===== src/gbmd_pkg.sv =====
// gbmd_pkg: shared types and constants of the gRPC bytes message deframer.
// No dependencies; every other file of the block refers to it by scoped names.
package gbmd_pkg;

  // Configuration port
  localparam int unsigned CFG_ADDR_W = 3;
  localparam logic [CFG_ADDR_W-3:0] REG_MAX_PAYLOAD = '0;
  localparam logic [31:0] MAX_PAYLOAD_RST = 32'hffff_ffff;

  // Frame format
  localparam logic [7:0]  TAG_BYTE      = 8'h0a;
  localparam logic [7:0]  VAR_MASK      = 8'h7f;
  localparam logic [7:0]  VAR_CONT      = 8'h80;
  localparam logic [7:0]  VAR_LAST_BAD  = 8'hf0;
  localparam logic [2:0]  VAR_MAX_BYTES = 3'd5;
  localparam logic [32:0] MIN_FRAME     = 33'd7;
  localparam logic [32:0] LEN_LAST_POS  = 33'd4;   // position of last header length byte
  localparam logic [32:0] COUNT_MAX     = 33'h1_ffff_ffff;
  localparam logic [33:0] HDR_OVERHEAD  = 34'd5;   // flag + 4 length bytes
  localparam logic [33:0] VAR_OVERHEAD  = 34'd6;   // flag + length + tag

  // Queue between front and back (depth must be a power of two)
  localparam int unsigned QDEPTH = 2;
  localparam int unsigned QPTR_W = $clog2(QDEPTH);

  // A classified input byte
  typedef struct packed {
    logic [7:0] data;
    logic       last;
    logic       is_zero;
    logic       is_tag;
    logic       hi_nib;   // any bit of the last-varint-byte mask set
    logic       cont;     // varint continuation bit
  } byte_class_t;

  // Queue status seen by the front and the back
  typedef struct packed {
    logic full;
    logic empty;
  } q_status_t;

endpackage


===== src/gbmd_cfg.sv =====
// gbmd_cfg: APB-style register file holding the max_payload limit.
// Depends on gbmd_pkg.
module gbmd_cfg (
  input  logic                             clk,
  input  logic                             rst_n,
  input  logic                             psel,
  input  logic                             penable,
  input  logic                             pwrite,
  input  logic [gbmd_pkg::CFG_ADDR_W-1:0]  paddr,
  input  logic [31:0]                      pwdata,
  output logic [31:0]                      prdata,
  output logic                             pready,
  output logic [31:0]                      max_payload
);

  logic [31:0]                     max_payload_r;
  logic [gbmd_pkg::CFG_ADDR_W-3:0] reg_idx;
  logic                            hit;

  assign reg_idx = paddr[gbmd_pkg::CFG_ADDR_W-1:2];
  assign hit     = (reg_idx == gbmd_pkg::REG_MAX_PAYLOAD);
  assign pready  = 1'b1;
  assign prdata  = hit ? max_payload_r : 32'd0;
  assign max_payload = max_payload_r;

  always_ff @(posedge clk) begin
    if (!rst_n) begin
      max_payload_r <= gbmd_pkg::MAX_PAYLOAD_RST;
    end else if (psel && penable && pwrite && hit) begin
      max_payload_r <= pwdata;
    end
  end

endmodule


===== src/gbmd_front.sv =====
// gbmd_front: input handshake and per-byte classification.
// Depends on gbmd_pkg; feeds gbmd_queue.
module gbmd_front (
  input  logic                   in_valid,
  output logic                   in_stall,
  input  logic [7:0]             in_frame_byte,
  input  logic                   in_frame_end,
  input  gbmd_pkg::q_status_t    q_status,
  output logic                   q_push,
  output gbmd_pkg::byte_class_t  q_wdata
);

  assign in_stall = q_status.full;
  assign q_push   = in_valid && !q_status.full;

  always_comb begin
    q_wdata.data    = in_frame_byte;
    q_wdata.last    = in_frame_end;
    q_wdata.is_zero = (in_frame_byte == 8'd0);
    q_wdata.is_tag  = (in_frame_byte == gbmd_pkg::TAG_BYTE);
    q_wdata.hi_nib  = ((in_frame_byte & gbmd_pkg::VAR_LAST_BAD) != 8'd0);
    q_wdata.cont    = ((in_frame_byte & gbmd_pkg::VAR_CONT) != 8'd0);
  end

endmodule


===== src/gbmd_queue.sv =====
// gbmd_queue: short FIFO of classified bytes between front and back.
// Depends on gbmd_pkg.
module gbmd_queue (
  input  logic                   clk,
  input  logic                   rst_n,
  input  logic                   push,
  input  gbmd_pkg::byte_class_t  wdata,
  input  logic                   pop,
  output gbmd_pkg::byte_class_t  rdata,
  output gbmd_pkg::q_status_t    status
);

  gbmd_pkg::byte_class_t             mem_r [gbmd_pkg::QDEPTH];
  logic [gbmd_pkg::QPTR_W-1:0]       wr_ptr_r, rd_ptr_r;
  logic [gbmd_pkg::QPTR_W:0]         count_r, count_nxt;

  assign status.full  = (count_r == (gbmd_pkg::QPTR_W+1)'(gbmd_pkg::QDEPTH));
  assign status.empty = (count_r == '0);
  assign rdata        = mem_r[rd_ptr_r];

  always_comb begin
    count_nxt = count_r;
    if (push && !pop) begin
      count_nxt = count_r + 1'b1;
    end else if (pop && !push) begin
      count_nxt = count_r - 1'b1;
    end
  end

  always_ff @(posedge clk) begin
    if (!rst_n) begin
      wr_ptr_r <= '0;
      rd_ptr_r <= '0;
      count_r  <= '0;
    end else begin
      count_r <= count_nxt;
      if (push) begin
        wr_ptr_r <= wr_ptr_r + 1'b1;
      end
      if (pop) begin
        rd_ptr_r <= rd_ptr_r + 1'b1;
      end
    end
  end

  always_ff @(posedge clk) begin
    if (push) begin
      mem_r[wr_ptr_r] <= wdata;
    end
  end

endmodule


===== src/gbmd_back.sv =====
// gbmd_back: frame parser state, error checks and the result register.
// Depends on gbmd_pkg; pops gbmd_queue.
module gbmd_back (
  input  logic                   clk,
  input  logic                   rst_n,
  input  logic [31:0]            max_payload,
  input  gbmd_pkg::q_status_t    q_status,
  input  gbmd_pkg::byte_class_t  q_rdata,
  output logic                   q_pop,
  output logic                   out_valid,
  input  logic                   out_stall,
  output logic [7:0]             out_payload_byte,
  output logic                   out_payload_valid,
  output logic                   out_frame_done,
  output logic                   out_frame_error,
  output logic [31:0]            out_payload_length
);

  typedef enum logic [2:0] {
    PH_FLAG,
    PH_LENGTH,
    PH_TAG,
    PH_VARINT,
    PH_PAYLOAD
  } phase_t;

  phase_t       phase_r, phase_nxt, ph_u;
  logic [32:0]  bc_r, bc_nxt, bc_u;
  logic [31:0]  hl_r, hl_nxt, hl_u;
  logic [31:0]  fl_r, fl_nxt, fl_u;
  logic [2:0]   vidx_r, vidx_nxt, vidx_u;
  logic [2:0]   vused_r, vused_nxt, vused_u;
  logic [31:0]  pf_r, pf_nxt, pf_u;
  logic         err_r, err_nxt, err_u;

  logic         out_valid_r, out_valid_nxt;
  logic [7:0]   out_byte_r, out_byte_nxt;
  logic         out_pv_r, out_pv_nxt;
  logic         out_done_r, out_done_nxt;
  logic         out_err_r, out_err_nxt;
  logic [31:0]  out_len_r, out_len_nxt;

  logic         fire, fwd, bad, load;
  logic [31:0]  vterm, fl_or;
  logic [2:0]   vidx_inc;
  logic [33:0]  hdr_total, var_total;

  assign fire  = !q_status.empty && (!out_valid_r || !out_stall);
  assign q_pop = fire;

  always_comb begin
    case (vidx_r)
      3'd0:    vterm = {25'd0, q_rdata.data[6:0] & gbmd_pkg::VAR_MASK[6:0]};
      3'd1:    vterm = {18'd0, q_rdata.data[6:0] & gbmd_pkg::VAR_MASK[6:0], 7'd0};
      3'd2:    vterm = {11'd0, q_rdata.data[6:0] & gbmd_pkg::VAR_MASK[6:0], 14'd0};
      3'd3:    vterm = {4'd0, q_rdata.data[6:0] & gbmd_pkg::VAR_MASK[6:0], 21'd0};
      default: vterm = {q_rdata.data[3:0] & gbmd_pkg::VAR_MASK[3:0], 28'd0};
    endcase
  end

  assign fl_or    = fl_r | vterm;
  assign vidx_inc = vidx_r + 3'd1;

  // Per-byte update of the frame state
  always_comb begin
    ph_u    = phase_r;
    hl_u    = hl_r;
    fl_u    = fl_r;
    vidx_u  = vidx_r;
    vused_u = vused_r;
    pf_u    = pf_r;
    err_u   = err_r;
    fwd     = 1'b0;

    if (bc_r == gbmd_pkg::COUNT_MAX) begin
      bc_u  = bc_r;
      err_u = 1'b1;
    end else begin
      bc_u  = bc_r + 33'd1;
    end

    if (!err_u) begin
      case (phase_r)
        PH_FLAG: begin
          if (!q_rdata.is_zero) err_u = 1'b1;
          ph_u = PH_LENGTH;
        end
        PH_LENGTH: begin
          hl_u = {hl_r[23:0], q_rdata.data};
          if (bc_r == gbmd_pkg::LEN_LAST_POS) ph_u = PH_TAG;
        end
        PH_TAG: begin
          if (!q_rdata.is_tag) err_u = 1'b1;
          ph_u = PH_VARINT;
        end
        PH_VARINT: begin
          if (vidx_r >= gbmd_pkg::VAR_MAX_BYTES - 3'd1 && q_rdata.hi_nib) begin
            err_u = 1'b1;
          end else begin
            fl_u   = fl_or;
            vidx_u = vidx_inc;
            if (!q_rdata.cont) begin
              vused_u = vidx_inc;
              ph_u    = PH_PAYLOAD;
              if (fl_or > max_payload) err_u = 1'b1;
            end else if (vidx_inc >= gbmd_pkg::VAR_MAX_BYTES) begin
              err_u = 1'b1;
            end
          end
        end
        default: begin
          if (pf_r >= fl_r) begin
            err_u = 1'b1;
          end else begin
            pf_u = pf_r + 32'd1;
            fwd  = 1'b1;
          end
        end
      endcase
    end

    hdr_total = {2'b00, hl_u} + gbmd_pkg::HDR_OVERHEAD;
    var_total = gbmd_pkg::VAR_OVERHEAD + {31'd0, vused_u} + {2'b00, fl_u};

    // more bytes than the header announced
    if (!err_u && (ph_u == PH_TAG || ph_u == PH_VARINT || ph_u == PH_PAYLOAD) &&
        ({1'b0, bc_u} > hdr_total)) begin
      err_u = 1'b1;
      fwd   = 1'b0;
    end

    bad = err_u || (ph_u != PH_PAYLOAD) || (bc_u < gbmd_pkg::MIN_FRAME) ||
          (pf_u != fl_u) || ({1'b0, bc_u} != hdr_total) ||
          ({1'b0, bc_u} != var_total);
  end

  // Commit, clear at frame end, and the result register
  always_comb begin
    phase_nxt = phase_r;
    bc_nxt    = bc_r;
    hl_nxt    = hl_r;
    fl_nxt    = fl_r;
    vidx_nxt  = vidx_r;
    vused_nxt = vused_r;
    pf_nxt    = pf_r;
    err_nxt   = err_r;
    out_valid_nxt = out_valid_r;
    load      = 1'b0;

    if (out_valid_r && !out_stall) out_valid_nxt = 1'b0;

    if (fire) begin
      if (q_rdata.last) begin
        phase_nxt = PH_FLAG;
        bc_nxt    = '0;
        hl_nxt    = '0;
        fl_nxt    = '0;
        vidx_nxt  = '0;
        vused_nxt = '0;
        pf_nxt    = '0;
        err_nxt   = 1'b0;
      end else begin
        phase_nxt = ph_u;
        bc_nxt    = bc_u;
        hl_nxt    = hl_u;
        fl_nxt    = fl_u;
        vidx_nxt  = vidx_u;
        vused_nxt = vused_u;
        pf_nxt    = pf_u;
        err_nxt   = err_u;
      end
      if (fwd || q_rdata.last) begin
        out_valid_nxt = 1'b1;
        load          = 1'b1;
      end
    end

    out_byte_nxt = fwd ? q_rdata.data : 8'd0;
    out_pv_nxt   = fwd;
    out_done_nxt = q_rdata.last;
    out_err_nxt  = q_rdata.last && bad;
    out_len_nxt  = (q_rdata.last && !bad) ? fl_u : 32'd0;
  end

  always_ff @(posedge clk) begin
    if (!rst_n) begin
      phase_r     <= PH_FLAG;
      bc_r        <= '0;
      hl_r        <= '0;
      fl_r        <= '0;
      vidx_r      <= '0;
      vused_r     <= '0;
      pf_r        <= '0;
      err_r       <= 1'b0;
      out_valid_r <= 1'b0;
    end else begin
      phase_r     <= phase_nxt;
      bc_r        <= bc_nxt;
      hl_r        <= hl_nxt;
      fl_r        <= fl_nxt;
      vidx_r      <= vidx_nxt;
      vused_r     <= vused_nxt;
      pf_r        <= pf_nxt;
      err_r       <= err_nxt;
      out_valid_r <= out_valid_nxt;
    end
    if (load) begin
      out_byte_r <= out_byte_nxt;
      out_pv_r   <= out_pv_nxt;
      out_done_r <= out_done_nxt;
      out_err_r  <= out_err_nxt;
      out_len_r  <= out_len_nxt;
    end
  end

  assign out_valid          = out_valid_r;
  assign out_payload_byte   = out_byte_r;
  assign out_payload_valid  = out_pv_r;
  assign out_frame_done     = out_done_r;
  assign out_frame_error    = out_err_r;
  assign out_payload_length = out_len_r;

endmodule


===== src/grpc_bytes_message_deframer_top.sv =====
// grpc_bytes_message_deframer_top: top level of the gRPC bytes deframer.
// Depends on gbmd_pkg, gbmd_cfg, gbmd_front, gbmd_queue and gbmd_back.
//
//   channel  | handshake              | payload
//   ---------+------------------------+---------------------------------------
//   in       | in_valid / in_stall    | in_frame_byte[7:0], in_frame_end
//   out      | out_valid / out_stall  | out_payload_byte[7:0], out_payload_valid,
//            |                        | out_frame_done, out_frame_error,
//            |                        | out_payload_length[31:0]
//   cfg      | psel/penable/pwrite    | paddr[2:0], pwdata/prdata[31:0]
//
// One byte per cycle sustained while out_stall is low. A byte that causes a
// result passes through the front-to-back queue and then the back's result
// register before it reaches the output channel.
// Reset is synchronous, active low; no clearing pass is needed after it.
// The two-entry queue absorbs an output stall; in_stall rises only when full.
// Bytes that cause no result (header, varint, bytes after an error) are
// consumed without touching the output side.
module grpc_bytes_message_deframer_top (
  input  logic                            clk,
  input  logic                            rst_n,
  // input channel
  input  logic                            in_valid,
  output logic                            in_stall,
  input  logic [7:0]                      in_frame_byte,
  input  logic                            in_frame_end,
  // result channel
  output logic                            out_valid,
  input  logic                            out_stall,
  output logic [7:0]                      out_payload_byte,
  output logic                            out_payload_valid,
  output logic                            out_frame_done,
  output logic                            out_frame_error,
  output logic [31:0]                     out_payload_length,
  // configuration port
  input  logic                            psel,
  input  logic                            penable,
  input  logic                            pwrite,
  input  logic [gbmd_pkg::CFG_ADDR_W-1:0] paddr,
  input  logic [31:0]                     pwdata,
  output logic [31:0]                     prdata,
  output logic                            pready
);

  logic [31:0]            max_payload;
  gbmd_pkg::q_status_t    q_status;
  gbmd_pkg::byte_class_t  q_wdata, q_rdata;
  logic                   q_push, q_pop;

  // max_payload register, word 0
  gbmd_cfg u_cfg (
    .clk         (clk),
    .rst_n       (rst_n),
    .psel        (psel),
    .penable     (penable),
    .pwrite      (pwrite),
    .paddr       (paddr),
    .pwdata      (pwdata),
    .prdata      (prdata),
    .pready      (pready),
    .max_payload (max_payload)
  );

  // accept and classify
  gbmd_front u_front (
    .in_valid      (in_valid),
    .in_stall      (in_stall),
    .in_frame_byte (in_frame_byte),
    .in_frame_end  (in_frame_end),
    .q_status      (q_status),
    .q_push        (q_push),
    .q_wdata       (q_wdata)
  );

  // decouples the input side from output stalls
  gbmd_queue u_queue (
    .clk    (clk),
    .rst_n  (rst_n),
    .push   (q_push),
    .wdata  (q_wdata),
    .pop    (q_pop),
    .rdata  (q_rdata),
    .status (q_status)
  );

  // frame parser and result register
  gbmd_back u_back (
    .clk                (clk),
    .rst_n              (rst_n),
    .max_payload        (max_payload),
    .q_status           (q_status),
    .q_rdata            (q_rdata),
    .q_pop              (q_pop),
    .out_valid          (out_valid),
    .out_stall          (out_stall),
    .out_payload_byte   (out_payload_byte),
    .out_payload_valid  (out_payload_valid),
    .out_frame_done     (out_frame_done),
    .out_frame_error    (out_frame_error),
    .out_payload_length (out_payload_length)
  );

endmodule

===== config.mk =====
export PLATFORM = sky130hd
export DESIGN_NAME = grpc_bytes_message_deframer_top
export DESIGN_NICKNAME = d
export VERILOG_FILES = /design/src/gbmd_pkg.sv /design/src/gbmd_cfg.sv /design/src/gbmd_front.sv /design/src/gbmd_queue.sv /design/src/gbmd_back.sv /design/src/grpc_bytes_message_deframer_top.sv
export SDC_FILE = /design/constraint.sdc
export NUM_CORES = 1
export LEC_CHECK = 0
export ABC_AREA = 1
export BUFFER_PORTS_ARGS = -buffer_cell sky130_fd_sc_hd__clkbuf_2
export CAP_MARGIN = 20
export CELL_PAD_IN_SITES_DETAIL_PLACEMENT = 1
export CELL_PAD_IN_SITES_GLOBAL_PLACEMENT = 2
export CORE_MARGIN = 2
export CORE_UTILIZATION = 32
export CTS_CLUSTER_SIZE = 25
export DETAILED_ROUTE_END_ITERATION = 6
export GPL_ROUTABILITY_DRIVEN = 0
export HOLD_SLACK_MARGIN = 0.12
export PLACE_DENSITY_LB_ADDON = 0.1
export SLEW_MARGIN = 15
export SYNTH_ARGS = -nofsm -noshare
export SYNTH_HDL_FRONTEND = slang
export SYNTH_HIERARCHICAL = 1
export SYNTH_SLANG_ARGS = --single-unit
export TNS_END_PERCENT = 20

===== constraint.sdc =====
create_clock -name clk -period 13.7 [get_ports clk]
set_clock_uncertainty 0.15 [all_clocks]
set_input_delay 0.685 -clock clk [delete_from_list [all_inputs] [get_ports clk]]
set_output_delay 0.685 -clock clk [all_outputs]
set_load 0.01 [all_outputs]

==> impl_metrics.tcl <==
set metrics [dict create \
    port_buffers 125 \
    clk_latency_ns 0.55 \
    fin_nets 3042 \
    numCtsBuffers 34 \
    htreeDepth 2 \
    synth_adder_area_share_pct 7.84 \
    yosys.area_share.xor_xnor_pct 4.16 \
    drc 0 \
    grt_overflow_total 0 \
    post-cts-setup-buffers 0 \
    ir_worst_vdd_mv 0.154 \
    grt_pass1_vias 18503 \
    synth.area.top_cells "dfxtp_1 (19%), nand2_1 (17%), edfxtp_1 (11%)" \
    antennaDiodeCount 0 \
    critPathMaxFanout 47 \
    power_leakage_nw 9.56 \
    synth_warnings 6 \
    final_hold_viol_count 0 \
    rsz0062_at_grt "no" \
    dr.pass1.iters 5 \
    synth_top_family_by_area "simple AND/OR/NAND/NOR gates" \
    ctsHoldBuffers 0 \
    hold_path_class "in -> reg" \
    die_y_um 244 \
    synth_commonest_cells "nand2_1 (856), inv_1 (341), nor2_1 (314), nand3_1 (208), dfxtp_1 (177)" \
    layout-drive-gt1-share_pct 10.8 \
    endpoint_kind "flop" \
    grt_max_degree 82 \
    status "completed" \
    synth_nets 2963 \
    finalWorstPathRequiredPeriod_ns 7.80 \
    dp_cells 3595 \
    wl_per_cell_um 20.2 \
    area_growth_pct 12.2 \
    critPathBufInv 7 \
    crit_required_ns 13.94 \
    crit_arrival_ns 8.05 \
    place_ws_ns 5.86 \
    slowest_stage "dfxtp_1" \
    cts_tree "built" \
    muxShareOfSynthArea_pct 1.92 \
    crit_type "reg -> reg" \
    ant_nets 0 \
    via_per_inst 5.05 \
    clk_pin_slew_ns 0.06 \
    power.total_mw 2.64 \
    die_area_um2 59600 \
    ios 129 \
    drv_cap 0 \
    ctsRootBufferMaster "clkbuf_16" \
    synth_edf_count 69 \
    relSlewSlack_pct 26.5 \
    syn_area_um2 18400 \
    fin_cells 3656 \
    synth-seq-cells 246 \
    hold_ws_ns 0.175 \
    cp_slowest_stage_delay_ns 0.58 \
    avgSynthCellArea_um2 6.59 \
    grt_pass1_wl_um 112000 \
    tightest_slew_ns 1.10 \
    timing.fmax_mhz 128 \
    grt_util_all_layers_pct 24.5 \
    layout_worst_path_cycle_share_pct 57.0 \
    placed_cell_area_um2 19600 \
    finalInstanceArea_um2 20700 \
    synth.top_cell.area_share_pct 19.2 \
    synth_compound_area_share_pct 8.68 \
    placementRows 87 \
    setup_viol 0 \
    cp_top_family "simple AND/OR/NAND/NOR gates" \
    drt_iter0_drc 1047 \
    yosysMostFrequentCell "nand2_1" \
    antenna_found_initial 1 \
    slew_viol_final 0 \
    synthSimpleGateAreaFrac_pct 36.8 \
    cts_resized 0 \
    synthCells 2797 \
    wl_um 73800 \
    core_area_um2 56700 \
    cts.sinks 246 \
    vias 18464 \
    clock_path_buffers 3 \
    ys.flop_type "dfxtp_1" \
    async_flop_share_pct 0 \
    power_density_nw_per_um2 128 \
    worst_slack_ns 5.90 \
    start_kind "flop" \
    ys_types 50 \
    fin_util_pct 36.5 \
    yosys.area.top_type "dfxtp_1" \
    hpwlAfterDp_um 57700 \
    r2r_setup_slack_ns 5.90 \
    die_w_um 244 \
    initial_core_util_pct 32.5 \
    fillers 7336 \
    ys_seq_area_share_pct 30.4 \
    timing.setup.tns_ns 0 \
]
cells by family after synthesis:
| kind of cell | Yosys count |
|---|---|
| adder cells (fa/ha/maj) | 115 |
| flip-flops | 246 |
| AND/OR/NAND/NOR | 1576 |
| multiplexers | 30 |
| XOR/XNOR | 86 |
| other | 1 |
| AO/OA/AOI/OAI | 290 |
| buffers and inverters | 453 |
worst paths after layout:
check | start | to | depth (start not counted)
worst max-delay path | u_back/bc_r[0] | u_back/out_payload_length[14] | 43
worst min-delay path | in_frame_end | u_queue/mem_r[1][4] | 1
worst max register to register | u_back/bc_r[0] | u_back/out_payload_length[14] | 43
worst min register to register | u_back/hl_r[31] | u_back/hl_r[31] | 2
layer usage:
layer,part of all wire [%],vias up,global-route usage [%]
met5,0,-,0
met4,2.0,0,5.47
met2,45,277,39.1
met3,3.7,77,2.96
met1,50,8972,35.1
li1,-,9138,-
cell usage in the layout, fill, tap and decap left out, types with 5 or more instances in the layout:
cell,Yosys,routed
clkbuf_2,0,125
o21bai_1,6,6
buf_4,17,13
nor2_4,7,9
nand2_1,856,856
clkbuf_16,0,34
nand3_1,208,208
ha_1,114,114
o22ai_1,5,5
o21ai_0,61,61
o21ai_1,11,11
or2_2,13,13
a21o_1,5,5
a211oi_1,35,35
mux2_4,10,10
clkinv_2,0,9
nand2_4,5,5
inv_1,341,339
a21oi_1,155,154
nand3_2,8,8
mux2i_1,17,17
clkbuf_1,46,6
xor2_1,64,64
nor2_1,314,311
xnor2_1,21,21
nor2_2,31,32
nor3_1,39,39
nand4_1,45,45
edfxtp_1,69,69
dfxtp_1,177,177
nand3b_1,18,18
inv_2,15,15
nand2_2,21,21
registers in the layout (all words and copies together), names as in the netlist, named ones only:
signal / flops
u_back/fl_r: 32
u_back/pf_r: 32
u_queue/wr_ptr_r: 1
u_back/out_payload_valid: 1
u_back/vused_r: 3
u_back/err_r: 1
u_queue/rd_ptr_r: 1
u_back/out_frame_error: 1
u_back/hl_r: 32
u_back/vidx_r: 3
u_back/out_payload_byte: 8
u_queue/count_r: 2
u_back/out_payload_length: 32
u_back/phase_r: 3
u_back/out_frame_done: 1
u_queue/mem_r: 26
u_back/out_valid: 1
u_back/bc_r: 33
u_cfg/max_payload: 32
final cells by class:
cell class	count	area (µm²)	share of cell area, %
clock buffer	41	887	4.29
clock inverter	19	169	0.816
inverter	357	1350	6.50
multi-input combinational	2098	11000	53.1
sequential	246	5620	27.1
tap	756	946	4.57
timing repair buffer	139	751	3.63
power by group:
part | switching, mW | internal, mW | leakage, nW
Sequential | 0.0435 | 0.832 | 2.08
Combinational | 0.677 | 0.223 | 6.96
Clock | 0.367 | 0.503 | 0.525
Total | 1.09 | 1.56 | 9.56
(Power assumes the default switching activity.)
